<file path="src/rtl/plfd_pkg.sv">
// Shared types and constants for the preamble/length-prefixed frame deframer.
// No dependencies; used by the parser and the top level.
package plfd_pkg;

  // Default counter width for the field byte counter
  localparam int unsigned COUNT_WIDTH_DEF = 16;

  // Preamble bytes 08 80 4D 53: first three live in the sliding window
  localparam logic [23:0] PREAMBLE_HEAD = 24'h08804D;
  localparam logic [7:0]  PREAMBLE_LAST = 8'h53;

  // Result word kinds
  localparam logic [1:0] KIND_TOPIC   = 2'd0;
  localparam logic [1:0] KIND_PAYLOAD = 2'd1;
  localparam logic [1:0] KIND_END     = 2'd2;
  localparam logic [1:0] KIND_ERROR   = 2'd3;

  // Configuration register indexes and reset values
  localparam int unsigned CFG_IDX_WIDTH   = 8;
  localparam logic [CFG_IDX_WIDTH-1:0] CFG_MAX_TOPIC   = 8'd0;
  localparam logic [CFG_IDX_WIDTH-1:0] CFG_MAX_PAYLOAD = 8'd1;
  localparam logic [15:0] MAX_TOPIC_RST   = 16'd255;
  localparam logic [15:0] MAX_PAYLOAD_RST = 16'd1024;

  // One result word from the parser
  typedef struct packed {
    logic       valid;
    logic [1:0] item_kind;
    logic [7:0] item_byte;
    logic       field_last;
    logic       retain_flag;
  } result_t;

endpackage

</file>
<file path="src/rtl/plfd_rx_if.sv">
// Input channel carrying one received byte per word.
// Depends on nothing; used by the top level.
interface plfd_rx_if;
  logic       valid;
  logic       ready;
  logic [7:0] rx_byte;

  modport source (output valid, output rx_byte, input ready);
  modport sink   (input valid, input rx_byte, output ready);
endinterface

</file>
<file path="src/rtl/plfd_item_if.sv">
// Output channel carrying one deframed result word.
// Depends on nothing; used by the top level.
interface plfd_item_if;
  logic       valid;
  logic       ready;
  logic [1:0] item_kind;
  logic [7:0] item_byte;
  logic       field_last;
  logic       retain_flag;

  modport source (output valid, output item_kind, output item_byte,
                  output field_last, output retain_flag, input ready);
  modport sink   (input valid, input item_kind, input item_byte,
                  input field_last, input retain_flag, output ready);
endinterface

</file>
<file path="src/rtl/preamble_length_frame_deframer.sv">
// Top level of the preamble/length-prefixed frame deframer.
// Depends on plfd_pkg, plfd_rx_if, plfd_item_if and plfd_parser.

// Takes one received byte per word on rx and delivers at most one result word
// per byte on item, in order. Every byte is processed by the parser state machine,
// and the result lands in one output register; a new byte is taken every cycle
// unless a held result is stalled by the sink, so the sustained rate is one byte
// per clock. Results are registered and appear in the cycle after the byte
// that causes them. A frame is preamble 08 80 4D 53, a 32-bit little-endian
// topic length, a 32-bit little-endian payload length, the topic bytes, the
// payload bytes, a QoS byte (dropped) and a retain byte (reported as a
// frame-end word). A length above its max register, or beyond the CountWidth
// counter, yields a length-error word and the block hunts again. The two max
// registers are written through cfg_*; write them only while the block is idle.
module preamble_length_frame_deframer #(
  parameter int unsigned CountWidth = plfd_pkg::COUNT_WIDTH_DEF
) (
  input  logic                               clk_i,
  input  logic                               rst_ni,
  input  logic                               cfg_we_i,
  input  logic [plfd_pkg::CFG_IDX_WIDTH-1:0] cfg_index_i,
  input  logic [15:0]                        cfg_data_i,
  plfd_rx_if.sink                            rx,
  plfd_item_if.source                        item
);

  logic [15:0]       max_topic_q;
  logic [15:0]       max_payload_q;
  logic              step;
  plfd_pkg::result_t res;
  logic              out_valid_q;
  logic [1:0]        out_kind_q;
  logic [7:0]        out_byte_q;
  logic              out_last_q;
  logic              out_retain_q;

  // Configuration registers
  always_ff @(posedge clk_i or negedge rst_ni) begin
    if (!rst_ni) begin
      max_topic_q   <= plfd_pkg::MAX_TOPIC_RST;
      max_payload_q <= plfd_pkg::MAX_PAYLOAD_RST;
    end else if (cfg_we_i) begin
      if (cfg_index_i == plfd_pkg::CFG_MAX_TOPIC) begin
        max_topic_q <= cfg_data_i;
      end
      if (cfg_index_i == plfd_pkg::CFG_MAX_PAYLOAD) begin
        max_payload_q <= cfg_data_i;
      end
    end
  end

  // Take a byte whenever the output register is free or draining
  assign rx.ready = !out_valid_q || item.ready;
  assign step     = rx.valid && rx.ready;

  plfd_parser #(
    .CountWidth (CountWidth)
  ) u_parser (
    .clk_i         (clk_i),
    .rst_ni        (rst_ni),
    .step_i        (step),
    .rx_byte_i     (rx.rx_byte),
    .max_topic_i   (max_topic_q),
    .max_payload_i (max_payload_q),
    .result_o      (res)
  );

  // Output register valid
  always_ff @(posedge clk_i or negedge rst_ni) begin
    if (!rst_ni) begin
      out_valid_q <= 1'b0;
    end else if (step) begin
      out_valid_q <= res.valid;
    end else if (item.ready) begin
      out_valid_q <= 1'b0;
    end
  end

  // Output register payload
  always_ff @(posedge clk_i) begin
    if (step && res.valid) begin
      out_kind_q   <= res.item_kind;
      out_byte_q   <= res.item_byte;
      out_last_q   <= res.field_last;
      out_retain_q <= res.retain_flag;
    end
  end

  assign item.valid       = out_valid_q;
  assign item.item_kind   = out_kind_q;
  assign item.item_byte   = out_byte_q;
  assign item.field_last  = out_last_q;
  assign item.retain_flag = out_retain_q;

endmodule

</file>
<file path="src/rtl/plfd_parser.sv">
// Frame parser state machine: preamble hunt, length words, field bytes.
// Depends on plfd_pkg; instantiated by preamble_length_frame_deframer.
module plfd_parser #(
  parameter int unsigned CountWidth = plfd_pkg::COUNT_WIDTH_DEF
) (
  input  logic              clk_i,
  input  logic              rst_ni,
  input  logic              step_i,
  input  logic [7:0]        rx_byte_i,
  input  logic [15:0]       max_topic_i,
  input  logic [15:0]       max_payload_i,
  output plfd_pkg::result_t result_o
);

  localparam logic [2:0] PH_HUNT    = 3'd0;
  localparam logic [2:0] PH_TLEN    = 3'd1;
  localparam logic [2:0] PH_PLEN    = 3'd2;
  localparam logic [2:0] PH_TOPIC   = 3'd3;
  localparam logic [2:0] PH_PAYLOAD = 3'd4;
  localparam logic [2:0] PH_QOS     = 3'd5;
  localparam logic [2:0] PH_RETAIN  = 3'd6;

  localparam logic [1:0] LAST_LANE = 2'd3;

  logic [2:0]            phase_q, phase_d;
  logic [23:0]           win_q, win_d;
  logic [1:0]            idx_q, idx_d;
  logic [31:0]           tlen_q, tlen_d;
  logic [31:0]           plen_q, plen_d;
  logic [CountWidth-1:0] rem_q, rem_d;
  logic                  last;

  // Next state and result for the byte at the input
  always_comb begin
    phase_d  = phase_q;
    win_d    = win_q;
    idx_d    = idx_q;
    tlen_d   = tlen_q;
    plen_d   = plen_q;
    rem_d    = rem_q;
    last     = (rem_q <= CountWidth'(1));
    result_o = '0;

    case (phase_q)
      PH_TLEN: begin
        tlen_d[{idx_q, 3'b000} +: 8] = rx_byte_i;
        if (idx_q == LAST_LANE) begin
          idx_d = '0;
          if ((tlen_d > {16'd0, max_topic_i}) || ((tlen_d >> CountWidth) != 32'd0)) begin
            phase_d            = PH_HUNT;
            win_d              = '0;
            rem_d              = '0;
            result_o.valid     = 1'b1;
            result_o.item_kind = plfd_pkg::KIND_ERROR;
          end else begin
            plen_d  = '0;
            phase_d = PH_PLEN;
          end
        end else begin
          idx_d = idx_q + 2'd1;
        end
      end

      PH_PLEN: begin
        plen_d[{idx_q, 3'b000} +: 8] = rx_byte_i;
        if (idx_q == LAST_LANE) begin
          idx_d = '0;
          if ((plen_d > {16'd0, max_payload_i}) || ((plen_d >> CountWidth) != 32'd0)) begin
            phase_d            = PH_HUNT;
            win_d              = '0;
            rem_d              = '0;
            result_o.valid     = 1'b1;
            result_o.item_kind = plfd_pkg::KIND_ERROR;
          end else if (tlen_q != 32'd0) begin
            rem_d   = tlen_q[CountWidth-1:0];
            phase_d = PH_TOPIC;
          end else if (plen_d != 32'd0) begin
            rem_d   = plen_d[CountWidth-1:0];
            phase_d = PH_PAYLOAD;
          end else begin
            rem_d   = '0;
            phase_d = PH_QOS;
          end
        end else begin
          idx_d = idx_q + 2'd1;
        end
      end

      PH_TOPIC: begin
        result_o.valid      = 1'b1;
        result_o.item_kind  = plfd_pkg::KIND_TOPIC;
        result_o.item_byte  = rx_byte_i;
        result_o.field_last = last;
        if (!last) begin
          rem_d = rem_q - CountWidth'(1);
        end else if (plen_q != 32'd0) begin
          rem_d   = plen_q[CountWidth-1:0];
          phase_d = PH_PAYLOAD;
        end else begin
          rem_d   = '0;
          phase_d = PH_QOS;
        end
      end

      PH_PAYLOAD: begin
        result_o.valid      = 1'b1;
        result_o.item_kind  = plfd_pkg::KIND_PAYLOAD;
        result_o.item_byte  = rx_byte_i;
        result_o.field_last = last;
        if (last) begin
          rem_d   = '0;
          phase_d = PH_QOS;
        end else begin
          rem_d = rem_q - CountWidth'(1);
        end
      end

      PH_QOS: begin
        phase_d = PH_RETAIN;
      end

      PH_RETAIN: begin
        phase_d              = PH_HUNT;
        win_d                = '0;
        idx_d                = '0;
        rem_d                = '0;
        result_o.valid       = 1'b1;
        result_o.item_kind   = plfd_pkg::KIND_END;
        result_o.retain_flag = |rx_byte_i;
      end

      PH_HUNT: begin
        if (win_q == plfd_pkg::PREAMBLE_HEAD && rx_byte_i == plfd_pkg::PREAMBLE_LAST) begin
          win_d   = '0;
          idx_d   = '0;
          tlen_d  = '0;
          phase_d = PH_TLEN;
        end else begin
          win_d = {win_q[15:0], rx_byte_i};
        end
      end

      default: begin
        // unused code: back to hunting, no result
        phase_d = PH_HUNT;
        win_d   = '0;
        idx_d   = '0;
        rem_d   = '0;
      end
    endcase

    // no byte this cycle: nothing moves
    if (!step_i) begin
      result_o.valid = 1'b0;
    end
  end

  // Parser state, updated once per accepted byte
  always_ff @(posedge clk_i or negedge rst_ni) begin
    if (!rst_ni) begin
      phase_q <= PH_HUNT;
      win_q   <= '0;
      idx_q   <= '0;
      tlen_q  <= '0;
      plen_q  <= '0;
      rem_q   <= '0;
    end else if (step_i) begin
      phase_q <= phase_d;
      win_q   <= win_d;
      idx_q   <= idx_d;
      tlen_q  <= tlen_d;
      plen_q  <= plen_d;
      rem_q   <= rem_d;
    end
  end

endmodule
</file>
<file path="src/flat_wrapper.sv">
// flat-port wrapper written by rule: the top's interface ports become plain ports
module preamble_length_frame_deframer_flat 
#(
  parameter int unsigned CountWidth = plfd_pkg::COUNT_WIDTH_DEF
)
  (clk_i, rst_ni, cfg_we_i, cfg_index_i, cfg_data_i, rx_valid, rx_rx_byte, rx_ready, item_valid, item_item_kind, item_item_byte, item_field_last, item_retain_flag, item_ready);
  plfd_rx_if rx_i ();
  plfd_item_if item_i ();
  input  logic clk_i;
  input  logic rst_ni;
  input  logic cfg_we_i;
  input  logic [plfd_pkg::CFG_IDX_WIDTH-1:0] cfg_index_i;
  input  logic [15:0] cfg_data_i;
  input wire logic [$bits(rx_i.valid)-1:0] rx_valid;
  input wire logic [$bits(rx_i.rx_byte)-1:0] rx_rx_byte;
  output wire logic [$bits(rx_i.ready)-1:0] rx_ready;
  output wire logic [$bits(item_i.valid)-1:0] item_valid;
  output wire logic [$bits(item_i.item_kind)-1:0] item_item_kind;
  output wire logic [$bits(item_i.item_byte)-1:0] item_item_byte;
  output wire logic [$bits(item_i.field_last)-1:0] item_field_last;
  output wire logic [$bits(item_i.retain_flag)-1:0] item_retain_flag;
  input wire logic [$bits(item_i.ready)-1:0] item_ready;
  assign rx_i.valid = rx_valid;
  assign rx_i.rx_byte = rx_rx_byte;
  assign rx_ready = rx_i.ready;
  assign item_valid = item_i.valid;
  assign item_item_kind = item_i.item_kind;
  assign item_item_byte = item_i.item_byte;
  assign item_field_last = item_i.field_last;
  assign item_retain_flag = item_i.retain_flag;
  assign item_i.ready = item_ready;
  preamble_length_frame_deframer #(.CountWidth(CountWidth)) u_core (.clk_i(clk_i), .rst_ni(rst_ni), .cfg_we_i(cfg_we_i), .cfg_index_i(cfg_index_i), .cfg_data_i(cfg_data_i), .rx(rx_i), .item(item_i));
endmodule
</file>
<file path="config.mk">
export PLATFORM = sky130hd
export DESIGN_NAME = preamble_length_frame_deframer_flat
export DESIGN_NICKNAME = d
export VERILOG_FILES = /design/src/rtl/plfd_pkg.sv /design/src/rtl/plfd_rx_if.sv /design/src/rtl/plfd_item_if.sv /design/src/rtl/preamble_length_frame_deframer.sv /design/src/rtl/plfd_parser.sv /design/src/flat_wrapper.sv
export SDC_FILE = /design/constraint.sdc
export NUM_CORES = 1
export LEC_CHECK = 0
export BUFFER_PORTS_ARGS = -buffer_cell sky130_fd_sc_hd__buf_2
export CORE_UTILIZATION = 50
export CTS_BUF_LIST = sky130_fd_sc_hd__clkbuf_4 sky130_fd_sc_hd__clkbuf_8
export CTS_CLUSTER_DIAMETER = 50
export DETAILED_ROUTE_END_ITERATION = 12
export GPL_TIMING_DRIVEN = 0
export PLACE_DENSITY = 0.67
export SLEW_MARGIN = 0
export SYNTH_ARGS = -nofsm -noshare
export SYNTH_HDL_FRONTEND = slang
export SYNTH_SLANG_ARGS = --single-unit
</file>
<file path="constraint.sdc">
create_clock -name clk_i -period 9.08 [get_ports clk_i]
set_input_delay 1.362 -clock clk_i [delete_from_list [all_inputs] [get_ports clk_i]]
set_output_delay 1.362 -clock clk_i [all_outputs]
set_load 0.01 [all_outputs]
</file>
After elaboration in Yosys (flattened, before gate mapping):

Index checks and enable logic that the tools add are counted.

* add/sub/neg operators: 3
* magnitude comparators: 3
* equality and inequality tests: 18
* shift operators: 2
* muxes and demuxes: 45
* bitwise logic cells: 2
* reduce and logical (&&, ||, !) cells: 30

Operators by type and width (count)
* 32-bit nonzero test: 5
* 16-bit 2-to-1 mux: 9
* 32-bit case mux with 2 select lines: 2
* 24-bit 2-to-1 mux: 5
* 32-bit 2-to-1 mux: 3
* 24-bit case mux with 4 select lines: 1
* 16-bit case mux with 5 select lines: 1
* 32-bit bitwise mux: 2
* 32-bit by 16-bit > comparator with 1-bit output: 2
* 3-bit 2-to-1 mux: 11
* 8-bit by 7-bit variable shift with 32-bit output (first input constant): 1
* 8-bit by 7-bit indexed part select with 32-bit output: 1
* 24-bit by 20-bit equality test with 1-bit output (second input constant): 1
* 3-bit case mux with 6 select lines: 1
* 16-bit by 1-bit <= comparator with 1-bit output (second input constant): 1
* 2-bit inequality test (second input constant): 8
* 16-bit by 1-bit subtractor with 16-bit output (second input constant): 1
* 3-bit case mux with 5 select lines: 1
* 6-bit AND reduction: 2
* 3-bit equality test (second input constant): 3
* 8-bit by 1-bit equality test with 1-bit output (second input constant): 1
* 8-bit by 7-bit equality test with 1-bit output (second input constant): 1
* 8-bit zero test: 1
* 8-bit OR reduction: 1
* 20 further kinds: 38

* register bits: 154
* input bits: 37
* output and inout bits: 14
* logic and storage cells: 116

Depth between registers and ports, before layout:

Gate-level depths: netlist (run 1).

* depth in word-level cells: 10
* mapped depth: 18
* gate-level depth less buffers: 14

Hierarchy:

Synthesis (run 1) repeated with hierarchy kept, for this count alone.

* cells, all modules: 918
* area total of the unflattened synthesis: 8843.5 µm²

By module, submodules not included
* plfd_parser: instances 1, cells an instance 828, area an instance 7141.8 µm², sequential area each 2727.6 µm²
* preamble_length_frame_deframer: instances 1, cells an instance 90, area an instance 1701.6 µm², sequential area each 1197.4 µm²

Worst setup path after synthesis (run 1):

OpenSTA, ideal clock, no wires.

* path kind: input -> register
* start point: input rx_rx_byte[7]
* end point: register u_core.out_last_q, in the netlist u_core.item.field_last, enable pin
* library setup time: 0.396 ns
* data arrival time: 4.035 ns
* data required time: 8.684 ns
* slack: 4.649 ns
* stages on the path: 11
* path buffers: 1
* path through: clkbuf_1 -> nand2_1 -> o21a_1 -> inv_1 -> ha_1 -> nand4_1 -> nor4_1 -> a21bo_2 -> a211o_1 -> o211a_1 -> nor3_1

* cells in the longest elaborated chain, start to end: 9
* elaborated cells between the ends (all ways): 16
* classes of those cells: 2 x order compare; 1 x shift; 8 x mux; 5 x reduce/logical

Ends and longest elaborated chain
* from (decl): line flat_wrapper.sv:15 `input wire logic [$bits(rx_i.rx_byte)-1:0] rx_rx_byte;`
* 8-bit by 7-bit indexed part select with 32-bit output *: line plfd_parser.sv:46, plfd_parser.sv:65
* 32-bit bitwise mux (on tied branches): line plfd_parser.sv:65, plfd_parser.sv:46
* 32-bit by 16-bit > comparator with 1-bit output, or another cell as far along: line plfd_parser.sv:68 `if ((plen_d > {16'd0, max_payload_i}) || ((plen_d >> CountWidth) != 32'd0)) begin`
* 1-bit logical OR (on tied branches): line plfd_parser.sv:68, plfd_parser.sv:49
* 3-bit 2-to-1 mux (on tied branches): line plfd_parser.sv:68, plfd_parser.sv:49
* 3-bit 2-to-1 mux (on tied branches): line plfd_parser.sv:66, plfd_parser.sv:47
* 3-bit case mux with 5 select lines *: line plfd_parser.sv:44 `case (phase_q)`
* 1-bit 2-to-1 mux *: line plfd_parser.sv:153 `if (!step_i) begin`
* 1-bit logical AND *: line preamble_length_frame_deframer.sv:81 `if (step && res.valid) begin`
* to (signal assigned): line preamble_length_frame_deframer.sv:84 `out_last_q <= res.field_last;`
* to (decl): line preamble_length_frame_deframer.sv:34 `logic out_last_q;`

Every way passes the cells marked *; elsewhere a longest branch is shown, timed or not.
A chain may end at the register's enable or synchronous reset.

Worst setup path in the final report (run 1):

* start point: register u_core.u_parser.idx_q[0]
* end point: register u_core.u_parser.plen_q[16]

* cells in the longest elaborated chain, start to end: 7
* elaborated cells between the ends (all ways): 13
* classes of those cells: 1 x add/sub; 1 x order compare; 3 x eq/ne; 2 x shift; 3 x mux; 3 x reduce/logical

Ends and longest elaborated chain
* from (decl): line plfd_parser.sv:27 `logic [1:0] idx_q, idx_d;`
* from (signal assigned): line plfd_parser.sv:170 `idx_q <= idx_d;`
* 5-bit negator with 7-bit output: line plfd_parser.sv:46, plfd_parser.sv:65
* 8-bit by 7-bit indexed part select with 32-bit output / 8-bit by 7-bit variable shift with 32-bit output (equally long branches): line plfd_parser.sv:46, plfd_parser.sv:65
* 32-bit bitwise mux: line plfd_parser.sv:46 `tlen_d[{idx_q, 3'b000} +: 8] = rx_byte_i;`
* 32-bit by 16-bit > comparator with 1-bit output / 32-bit nonzero test (equally long branches): line plfd_parser.sv:49 `if ((tlen_d > {16'd0, max_topic_i}) || ((tlen_d >> CountWidth) != 32'd0)) begin`
* 1-bit logical OR: line plfd_parser.sv:49
* 2-bit inequality test (no source line)
* 4-bit AND reduction (no source line)
* to (signal assigned): line plfd_parser.sv:172 `plen_q <= plen_d;`
* to (decl): line plfd_parser.sv:29 `logic [31:0] plen_q, plen_d;`

Parallel ways exist; a longest one is shown, timed or not.

==> metrics.md, run 1 <==
| Metric | Value |
|---|---|
| Die footprint | 18800 µm² |
| Grt total ovfl | 0 |
| Synth Instances | 987 |
| Asr flop ratio synth | 92.2% |
| Average instance area after synthesis | 9.23 µm² |
| Critical path's slowest cell | a221oi_1 |
| Cell Area, Synth | 9110 µm² |
| CTS Buf Count | 17 |
| Clock-pin slew on the worst setup and hold paths | 0.08 ns |
| Final min period | 5.36 ns |
| Psw | 0.380 mW |
| Latest clock arrival within the worst-skew pair | 0.48 ns |
| Status | finished, final reports clean |
| Seq/Total Area, Yosys | 43.1% |
| Total GRT Usage | 29.0% |
| PostCTS Resize Cnt | 0 |
| WP data required | 9.42 ns |
| Unique masters post-synth | 83 |
| Drt total wl | 25.8 mm |
| DRT Pass-1 Iters | 5 |
| Via Count | 8050 |
| Max_cap viols | 0 |
| Initial drt markers | 929 |
| Least-Margin Pin Slew | 1.29 ns |
| Die Wd | 137 µm |
| I/O Pins | 51 |
| H-tree levels | 4 |
| Hpwl dp | 18.6 mm |
| Critical Path AT | 5.69 ns |
| Die Y | 137 µm |
| Std-Cell Rows | 48 |
| RSZ-0062 raised after global routing | false |
| PortBufs | 50 |
| Peak supply drop | 86.5 µV |
| Initial Util | 51.9% |
| Dominant synthesized flop cell | dfrtp_1 |
| Vias in the first global route | 7383 |
| Multi-input gate area | 4630 µm² |
| Crit path buffers/inverters | 3 |
| Register bit total from synthesis | 154 |
| Most used cell, CP | clkbuf_1 |
| Share of layout cells above drive strength 1 | 13.9% |
| Final setup vio count | 0 |
| Filler cell count | 1557 |
| Layout Utilization | 58.1% |
| Register area | 3930 µm² |
| Synth warnings | 0 |
| Setup tns final | 0 ns |
| Internal power | 1.14 mW |
| Layout Nets | 1133 |
| Critical path type | flop to flop |
| Clock Skews | 0.0178 ns |
| FMAX | 187 MHz |
| Post-synth net total | 1063 |
| Pin count of the biggest net entering global routing | 96 |
| Final ANT Viol Nets | 0 |
| Drt drc | 0 |
| CP Max Fanout | 11 |
| CP endpoint kind | flop |
| Ratio of final minimum period to clock period | 59.0% |
| EDFF count, synth | 12 |
| Min-delay worst type | flop to flop |
| PwrDens | 149 nW/µm² |
| Initial antenna violation count | 1 |
| Clock Tree Buf Depth | 2 |
| Wire per inst | 19.9 µm |
| Root Buffer | clkbuf_8 |
| Post-CTS Hold Buffers | 0 |
| Sequential Power Share | 48.5% |
| Core Box Area | 17500 µm² |
| Max incr delay on CP | 0.83 ns |
| Layout area overhead | 11.8% |
| GPL Wtd Cong | 0.956 |
| Crit path max-delay family | compound AO/OA/AOI/OAI gates |
| First-pass GRT wire length | 40.7 mm |
| Number of vias per cell | 6.22 |
| Startpoint types | flop |
| Switching share of total power | 25.0% |
| Postcts setup bufs | 0 |
| Clock share of power | 42.7% |
| Hold Violations, Final | 0 |
| Leakage power | 4.56 nW |
| Logic gate share of total power | 8.8% |
| CP Cell Sequence | ha_1, clkbuf_1, nand2_1, nor3_1, clkbuf_1, nand2_1, o21ai_0, ha_1, nand4_1, nor2_1, a221oi_1, a31oi_1, nor4_2, clkbuf_1, o21ai_0 |
| Relative slew margins | 13.2% |
| CTS tree | built |
| Fin. max-slew vios | 0 |
| Antenna diodes | 0 |
| CTS sink cnt | 154 |
[final timing paths]
path,startpoint,to,slack [ns],cells past startpoint
setup / recovery,u_core.u_parser.idx_q[0],u_core.u_parser.plen_q[16],3.72,15
hold / removal,u_core.u_parser.tlen_q[22],u_core.u_parser.tlen_q[22],0.50,1
setup reg to reg,u_core.u_parser.idx_q[0],u_core.u_parser.plen_q[16],3.72,15
hold reg to reg,u_core.u_parser.tlen_q[22],u_core.u_parser.tlen_q[22],0.50,1
min in group asynchronous,rst_ni,u_core.u_parser.rem_q[11],0.80,1
max in group asynchronous,rst_ni,u_core.u_parser.phase_q[2],7.39,2
[cell type report]
type / count / area share [%]
Timing Repair Buffer: 51 / 2.79
Buffer: 59 / 2.75
Inverter: 75 / 2.76
Clock inverter: 13 / 2.33
Tap cell: 225 / 2.76
Sequential cell: 154 / 38.5
Multi-Input combinational cell: 699 / 45.5
Clock buffer: 19 / 2.57
[metal layers]
layer / part of all wire (%) / up-vias / GRT usage (%)
met2: 44 / 336 / 42.3
met3: 6.7 / 47 / 5.11
li1: - / 3766 / -
met4: 2.7 / 2 / 11.5
met5: 0.035 / - / 0
met1: 47 / 3899 / 42.5
[power groups by stage]
stage / combinational [mW] / clock [mW] / sequential (mW)
3_5_place_dp: 0.132 / 0 / 0.750
4_1_cts: 0.133 / 0.654 / 0.736
6_report: 0.133 / 0.648 / 0.736
5_1_grt: 0.149 / 0.682 / 0.739
2_1_floorplan: 0.0778 / 0 / 0.743
3_3_place_gp: 0.128 / 0 / 0.749
[cells in the final DEF, fill, tap and decap left out, types with 4 or more instances in the layout]
master and n:
dfrtp_1 133, nand2b_1 7, ha_1 39, nor2b_1 7
a221o_1 17, o22ai_1 10, and2_1 33, o31ai_1 10
mux2_2 17, inv_1 73, a41oi_1 22, o32a_1 7
clkbuf_1 42, nor3_1 14, nor4_1 23, a21oi_1 26
o21ai_1 6, o21a_1 9, nor2_1 34, a31oi_1 5
dfstp_2 9, a21o_1 5, bufinv_16 6, a22o_1 39
nand4_1 10, edfxtp_1 12, nand3_1 83, buf_2 59
clkinv_4 4, nand3b_1 4, nor4b_1 6, o21ai_0 62
o32a_2 5, xnor2_1 8, clkbuf_8 20, nand2_1 119
[sequential cells by signal, indices dropped and copies added, names as in the netlist]
name and cells:
u_core.u_parser.plen_q 32, u_core.u_parser.idx_q 2, u_core.u_parser.phase_q 3, u_core.max_payload_q 16
u_core.item.item_byte 8, u_core.item.field_last 1, u_core.u_parser.rem_q 16, u_core.item.item_kind 2
u_core.u_parser.tlen_q 32, u_core.item.retain_flag 1, u_core.item.valid 1, u_core.u_parser.win_q 24
u_core.max_topic_q 16
[synthesized netlist by cell type (8+ instances only)]
cell type  count  area, µm²
buf_2         10       50.1
dfstp_2        9        236
a22o_1        39        342
nand3_1       83        415
clkbuf_1      42        158
xnor2_1        8       70.1
mux2_2        17        191
o21ai_0       62        310
o21a_1         9       67.6
a41oi_1       22        193
nor4_1        24        150
a221o_1       17        170
nor3_1        15       75.1
o22ai_1       10       62.6
o31ai_1       10       75.1
and2_1        33        206
nand4_1       10       62.6
inv_1         73        274
nor2_1        34        128
ha_1          39        488
dfrtp_1      133       3330
nand2_1      119        447
a21oi_1       26        130
edfxtp_1      12        360
[through the flow]
stage	cells	worst slack, ns	total power [mW]	hold slack (ns)	instance area (µm²)
global placement	1262	3.51	0.877	0.484	9640
finish	1295	3.72	1.52	0.503	10200
floorplan	987	4.65	0.821	0.466	9110
detailed placement	1263	3.44	0.882	0.485	9670
global route	1295	3.33	1.57	0.520	10200
CTS	1295	3.72	1.52	0.508	10200
[cell families after synthesis]
family	after synthesis	synth area share [%]
fa+ha+maj	39	5.36
compound gates	257	20.6
buf+inv	134	6.17
flops	154	43.1
xor+xnor	11	1.06
simple gates	374	21.5
mux	18	2.21
[worst register-to-register path, cell delays in order, from the launching register on]
cell	delay, ns
dfrtp_1	0.56
ha_1	0.21
clkbuf_1	0.41
nand2_1	0.16
nor3_1	0.24
clkbuf_1	0.43
nand2_1	0.14
o21ai_0	0.20
ha_1	0.30
nand4_1	0.17
nor2_1	0.08
a221oi_1	0.83
a31oi_1	0.33
nor4_2	0.60
clkbuf_1	0.37
o21ai_0	0.18
No activity file was read; power rests on OpenSTA's default activity.
==> run 2: changes to the inputs <==
Clock period 9.08 ns to 5.4 ns, I/O delays scaled along.
==> metrics.md, run 2 (same netlist as run 1, synthesis figures left out) <==
| Metric | Value |
|---|---|
| Setup tns final | 0 ns |
| Initial antenna violation count | 1 |
| Status | finished, final reports clean |
| Final min period | 4.95 ns |
| Grt total ovfl | 0 |
| Critical Path AT | 5.06 ns |
| Most used routing layer | met1 |
| PwrDens | 250 nW/µm² |
| Final ANT Viol Nets | 0 |
| Wire per inst | 19.9 µm |
| Hold Violations, Final | 0 |
| Number of vias per cell | 6.23 |
| Initial drt markers | 963 |
| Max incr delay on CP | 0.71 ns |
| GRT met3 Usage | 5.11% |
| Clock Tree Buf Depth | 2 |
| Final instance area | 10200 µm² |
| Die footprint | 18800 µm² |
| First-pass GRT wire length | 40.7 mm |
| Reg2reg path depth | 15 |
| Ratio of final minimum period to clock period | 91.7% |
| CP Cell Sequence | ha_1, clkbuf_1, nand2_1, nor3_1, clkbuf_1, nand2_1, o21a_1, inv_1, ha_1, nand4_1, nor4_1, a21bo_2, a211o_1, o211a_1, nor3_2 |
| Grt met1 use | 42.5% |
| Relative slew margins | 9.77% |
| FF-to-FF setup slack | 0.45 ns |
| Antenna diodes | 0 |
| Layout area overhead | 12.0% |
| Most common cell after layout, fill and taps aside | dfrtp_1 |
| R2R Path End | u_core.item.item_kind[1] |
| Vias in the first global route | 7383 |
| Critical path's slowest cell | nor3_2 |
| GPL Wtd Cong | 0.956 |
| Critical path type | flop to flop |
| Levels on crit path | 15 |
| Drt drc | 0 |
| Startpoint types | flop |
| Total GRT Usage | 29.0% |
| Initial Util | 51.9% |
| Layout Nets | 1133 |
| CP Max Fanout | 12 |
| Filler cell count | 1555 |
| CTS sink cnt | 154 |
| Commonest non-fill, non-tap cells in the layout | dfrtp_1, nand2_1, nand3_1 |
| Drt total wl | 25.8 mm |
| Final setup vio count | 0 |
| Crit path buffers/inverters | 3 |
| WP data required | 5.51 ns |
| Crit path max-delay family | simple AND/OR/NAND/NOR gates |
| Leakage power | 4.56 nW |
| Pin count of the biggest net entering global routing | 96 |
| Multi-input gate area | 4650 µm² |
| Hpwl dp | 18.6 mm |
| Cell area after placement | 9670 µm² |
| Min-delay worst type | input port to async pin |
| H-tree levels | 4 |
| Std-Cell Rows | 48 |
| Clock Skews | 0.0170 ns |
| DRT Pass-1 Iters | 5 |
| CP endpoint kind | flop |
| I/O Pins | 51 |
| Root Buffer | clkbuf_8 |
| FMAX | 202 MHz |
| Peak supply drop | 145 µV |
| Global routing usage on met2 | 42.3% |
| Clock-pin slew on the worst setup and hold paths | 0.09 ns |
| Fin. max-slew vios | 0 |
| PostCTS Resize Cnt | 0 |
| Register area | 3930 µm² |
| RSZ-0062 raised after global routing | false |
| Post-CTS Hold Buffers | 0 |
| Least-Margin Pin Slew | 1.34 ns |
| PortBufs | 50 |
| Core Box Area | 17500 µm² |
| CTS tree | built |
| Postcts setup bufs | 0 |
| R2R Path Start | u_core.u_parser.idx_q[0] |
| Share of layout cells above drive strength 1 | 14.1% |
| Die Wd | 137 µm |
| Largest registers | u_core.u_parser.plen_q x32, u_core.u_parser.tlen_q x32, u_core.u_parser.win_q x24 |
| CTS Buf Count | 17 |
| Latest clock arrival within the worst-skew pair | 0.48 ns |
| Max_cap viols | 0 |
| Die Y | 137 µm |
| Via Count | 8064 |
run 2: cell types whose count changed in the layout (fill, tap and decap cells not counted):
cell / delta
a221oi_1: -1
nor4_1: -1
nor4_4: +1
a221oi_2: +1
run 2: per-stage QoR:
stage	std cells	power [mW]	setup WS (ns)	hold slack [ns]	utilization (%)
after floorplan	987	1.38	1.16	0.466	-
after global placement	1262	1.47	0.0808	0.484	55.0
after detailed placement	1263	1.48	0.0593	0.485	55.2
after CTS	1295	2.56	0.0376	0.252	58.0
after global routing	1295	2.64	0.0447	0.281	58.2
final	1295	2.55	0.449	0.245	58.2
run 2: area by class of cell:
cell class	count	share of cell area (%)
timing repair buffer	51	2.78
sequential	154	38.5
clock buffer	19	2.56
multi-input combinational	699	45.6
tap	225	2.76
inverter	75	2.76
clock inverter	13	2.33
buffer	59	2.75
run 2: worst max path at each step:
stage / slack (ns) / startpoint / endpoint
floorplan: 1.16 / u_core.u_parser.idx_q[0] / u_core.item.field_last
global placement: 0.08 / u_core.u_parser.idx_q[0] / u_core.item.item_byte[2]
detailed placement: 0.06 / u_core.u_parser.idx_q[0] / u_core.item.item_byte[1]
CTS: 0.04 / u_core.u_parser.idx_q[0] / u_core.item.retain_flag
global route: 0.04 / u_core.u_parser.idx_q[0] / u_core.item.item_kind[1]
finish: 0.45 / u_core.u_parser.idx_q[0] / u_core.item.item_kind[1]
run 2: metal layers:
metal	vias up	part of all wire, %
met5	-	0.035
met4	2	3.0
met3	59	7.1
met2	350	44
met1	3880	46
li1	3773	-
run 2: worst register-to-register path, cell delays in order, from the launching register on:
cell	delay, ns
dfrtp_1	0.56
ha_1	0.21
clkbuf_1	0.41
nand2_1	0.16
nor3_1	0.24
clkbuf_1	0.43
nand2_1	0.14
o21a_1	0.20
inv_1	0.07
ha_1	0.12
nand4_1	0.16
nor4_1	0.40
a21bo_2	0.28
a211o_1	0.30
o211a_1	0.20
nor3_2	0.71
run 2: where the power goes:
part           switching, mW  total (mW)  internal [mW]
combinational          0.143       0.225         0.0817
clock                  0.464        1.09          0.626
sequential            0.0329        1.24           1.21
total                  0.641        2.55           1.91
==> run 3: changes to the inputs <==
Settings changed: RECOVER_POWER set to 50.
==> metrics.md, run 3 (same netlist as run 1, synthesis figures left out) <==
| Metric | Value |
|---|---|
| FMAX | 203 MHz |
| Initial Util | 51.9% |
| Final setup vio count | 0 |
| Least-Margin Pin Slew | 2.65 ns |
| CP Cell Sequence | ha_1, clkbuf_1, nand2_1, nor3_1, clkbuf_1, nand2_1, o21a_1, inv_1, ha_1, nand4_1, nor4_1, a21bo_2, a211o_1, o211a_1, nor3_2 |
| Critical path type | flop to flop |
| Psw | 0.639 mW |
| Pin count of the biggest net entering global routing | 96 |
| Crit path max-delay family | simple AND/OR/NAND/NOR gates |
| Hpwl dp | 18.6 mm |
| Share of layout cells above drive strength 1 | 12.9% |
| Logic gate share of total power | 8.8% |
| CTS tree | built |
| Die footprint | 18800 µm² |
| Setup ws final | 0.470 ns |
| Peak supply drop | 145 µV |
| Initial antenna violation count | 1 |
| Max_cap viols | 1 |
| WP data required | 5.51 ns |
| Drt total wl | 25.8 mm |
| Via Count | 8060 |
| CP endpoint kind | flop |
| CP Max Fanout | 12 |
| H-tree levels | 4 |
| Hold Violations, Final | 0 |
| Latest clock arrival within the worst-skew pair | 0.48 ns |
| RSZ-0062 raised after global routing | false |
| Grt total ovfl | 0 |
| Final ANT Viol Nets | 0 |
| Crit path buffers/inverters | 3 |
| Final min period | 4.93 ns |
| FF-to-FF setup slack | 0.47 ns |
| Initial drt markers | 959 |
| Status | complete, but fails checks |
| Antenna diodes | 0 |
| Switching share of total power | 25.0% |
| PortBufs | 50 |
| Leakage power | 4.52 nW |
| First-pass GRT wire length | 40.7 mm |
| DRT Pass-1 Iters | 5 |
| PwrDens | 251 nW/µm² |
| Die Y | 137 µm |
| Commonest non-fill, non-tap cells in the layout | dfrtp_1, nand2_1, nand3_1 |
| GPL Wtd Cong | 0.956 |
| Wire per inst | 19.9 µm |
| Min-delay worst type | flop to flop |
| Relative slew margins | -76.5% |
| Critical path's slowest cell | nor3_2 |
| I/O Pins | 51 |
| Core Box Area | 17500 µm² |
| Root Buffer | clkbuf_8 |
| Clock Tree Buf Depth | 2 |
| Clock Skews | 0.0170 ns |
| CTS sink cnt | 154 |
| Post-place setup slack | 0.0593 ns |
| Largest registers | u_core.u_parser.plen_q x32, u_core.u_parser.tlen_q x32, u_core.u_parser.win_q x24 |
| Fin. max-slew vios | 48 |
| Drt drc | 0 |
| Internal power | 1.91 mW |
| Vias in the first global route | 7383 |
| CTS Buf Count | 17 |
| Clock share of power | 42.7% |
| Critical Path AT | 5.04 ns |
| Max incr delay on CP | 0.71 ns |
| Clock-pin slew on the worst setup and hold paths | 0.08 ns |
| Ratio of final minimum period to clock period | 91.3% |
| Total GRT Usage | 29.0% |
| Layout Nets | 1133 |
| Layout area overhead | 11.8% |
| Std-Cell Rows | 48 |
| Sequential Power Share | 48.5% |
| Setup tns final | 0 ns |
| Die Wd | 137 µm |
| Most common cell after layout, fill and taps aside | dfrtp_1 |
| Postcts setup bufs | 0 |
| Number of vias per cell | 6.22 |
| Startpoint types | flop |
| Violations in the final reports | capacitance limit, slew limit |
==> run 3: timing repair <==
action,in CTS,in global routing
endpoints found under the setup margin,0,30
gates resized for setup,0,3
hold buffers,0,0
==> run 3: routing by layer <==
| layer | GRT usage [%] | part of all wire (%) | vias up |
|---|---|---|---|
| met4 | 11.5 | 2.9 | 2 |
| met3 | 5.11 | 7.5 | 52 |
| met2 | 42.3 | 44 | 371 |
| li1 | - | - | 3773 |
| met1 | 42.5 | 46 | 3862 |
| met5 | 0 | 0.035 | - |
==> run 3: final cells by class <==
cell class,count,area [µm²]
Fill cell,1560,7350
Multi-Input combinational cell,699,4650
Timing Repair Buffer,51,262
Sequential cell,154,3930
Clock inverter,13,238
Clock buffer,19,262
Tap cell,225,282
Inverter,75,282
Buffer,59,280
==> run 3: path summary, 6_finish.rpt <==
check                                                start                    endpoint  depth (start not counted)
worst min register to register  u_core.u_parser.tlen_q[16]  u_core.u_parser.tlen_q[16]                          1
min in group asynchronous                           rst_ni   u_core.u_parser.rem_q[11]                          1
max in group asynchronous                           rst_ni     u_core.max_payload_q[1]                          1
worst min-delay path            u_core.u_parser.tlen_q[16]  u_core.u_parser.tlen_q[16]                          1
worst max-delay path              u_core.u_parser.idx_q[0]    u_core.item.item_kind[1]                         15
worst max register to register    u_core.u_parser.idx_q[0]    u_core.item.item_kind[1]                         15
==> run 3: power groups by stage <==
stage               Sequential (mW)  Combinational, mW  Clock, mW
floorplan                      1.25              0.131          0
global placement               1.26              0.215          0
detailed placement             1.26              0.222          0
CTS                            1.24              0.223       1.10
global route                   1.24              0.251       1.15
finish                         1.24              0.225       1.09
==> run 3: through the flow <==
stage | cell area [µm²] | power [mW] | cells | hold slack [ns] | utilization, %
final | 10200 | 2.55 | 1295 | 0.503 | 58.1
after global routing | 10200 | 2.64 | 1295 | 0.520 | 58.1
after CTS | 10200 | 2.56 | 1295 | 0.252 | 58.0
after detailed placement | 9670 | 1.48 | 1263 | 0.485 | 55.2
after floorplan | 9110 | 1.38 | 987 | 0.466 | -
after global placement | 9640 | 1.47 | 1262 | 0.484 | 55.0
==> run 3: worst reg2reg max path, stage by stage (launching register included) <==
cell	delay [ns]
dfrtp_1	0.56
ha_1	0.21
clkbuf_1	0.40
nand2_1	0.16
nor3_1	0.24
clkbuf_1	0.43
nand2_1	0.14
o21a_1	0.20
inv_1	0.07
ha_1	0.12
nand4_1	0.16
nor4_1	0.40
a21bo_2	0.28
a211o_1	0.30
o211a_1	0.20
nor3_2	0.71
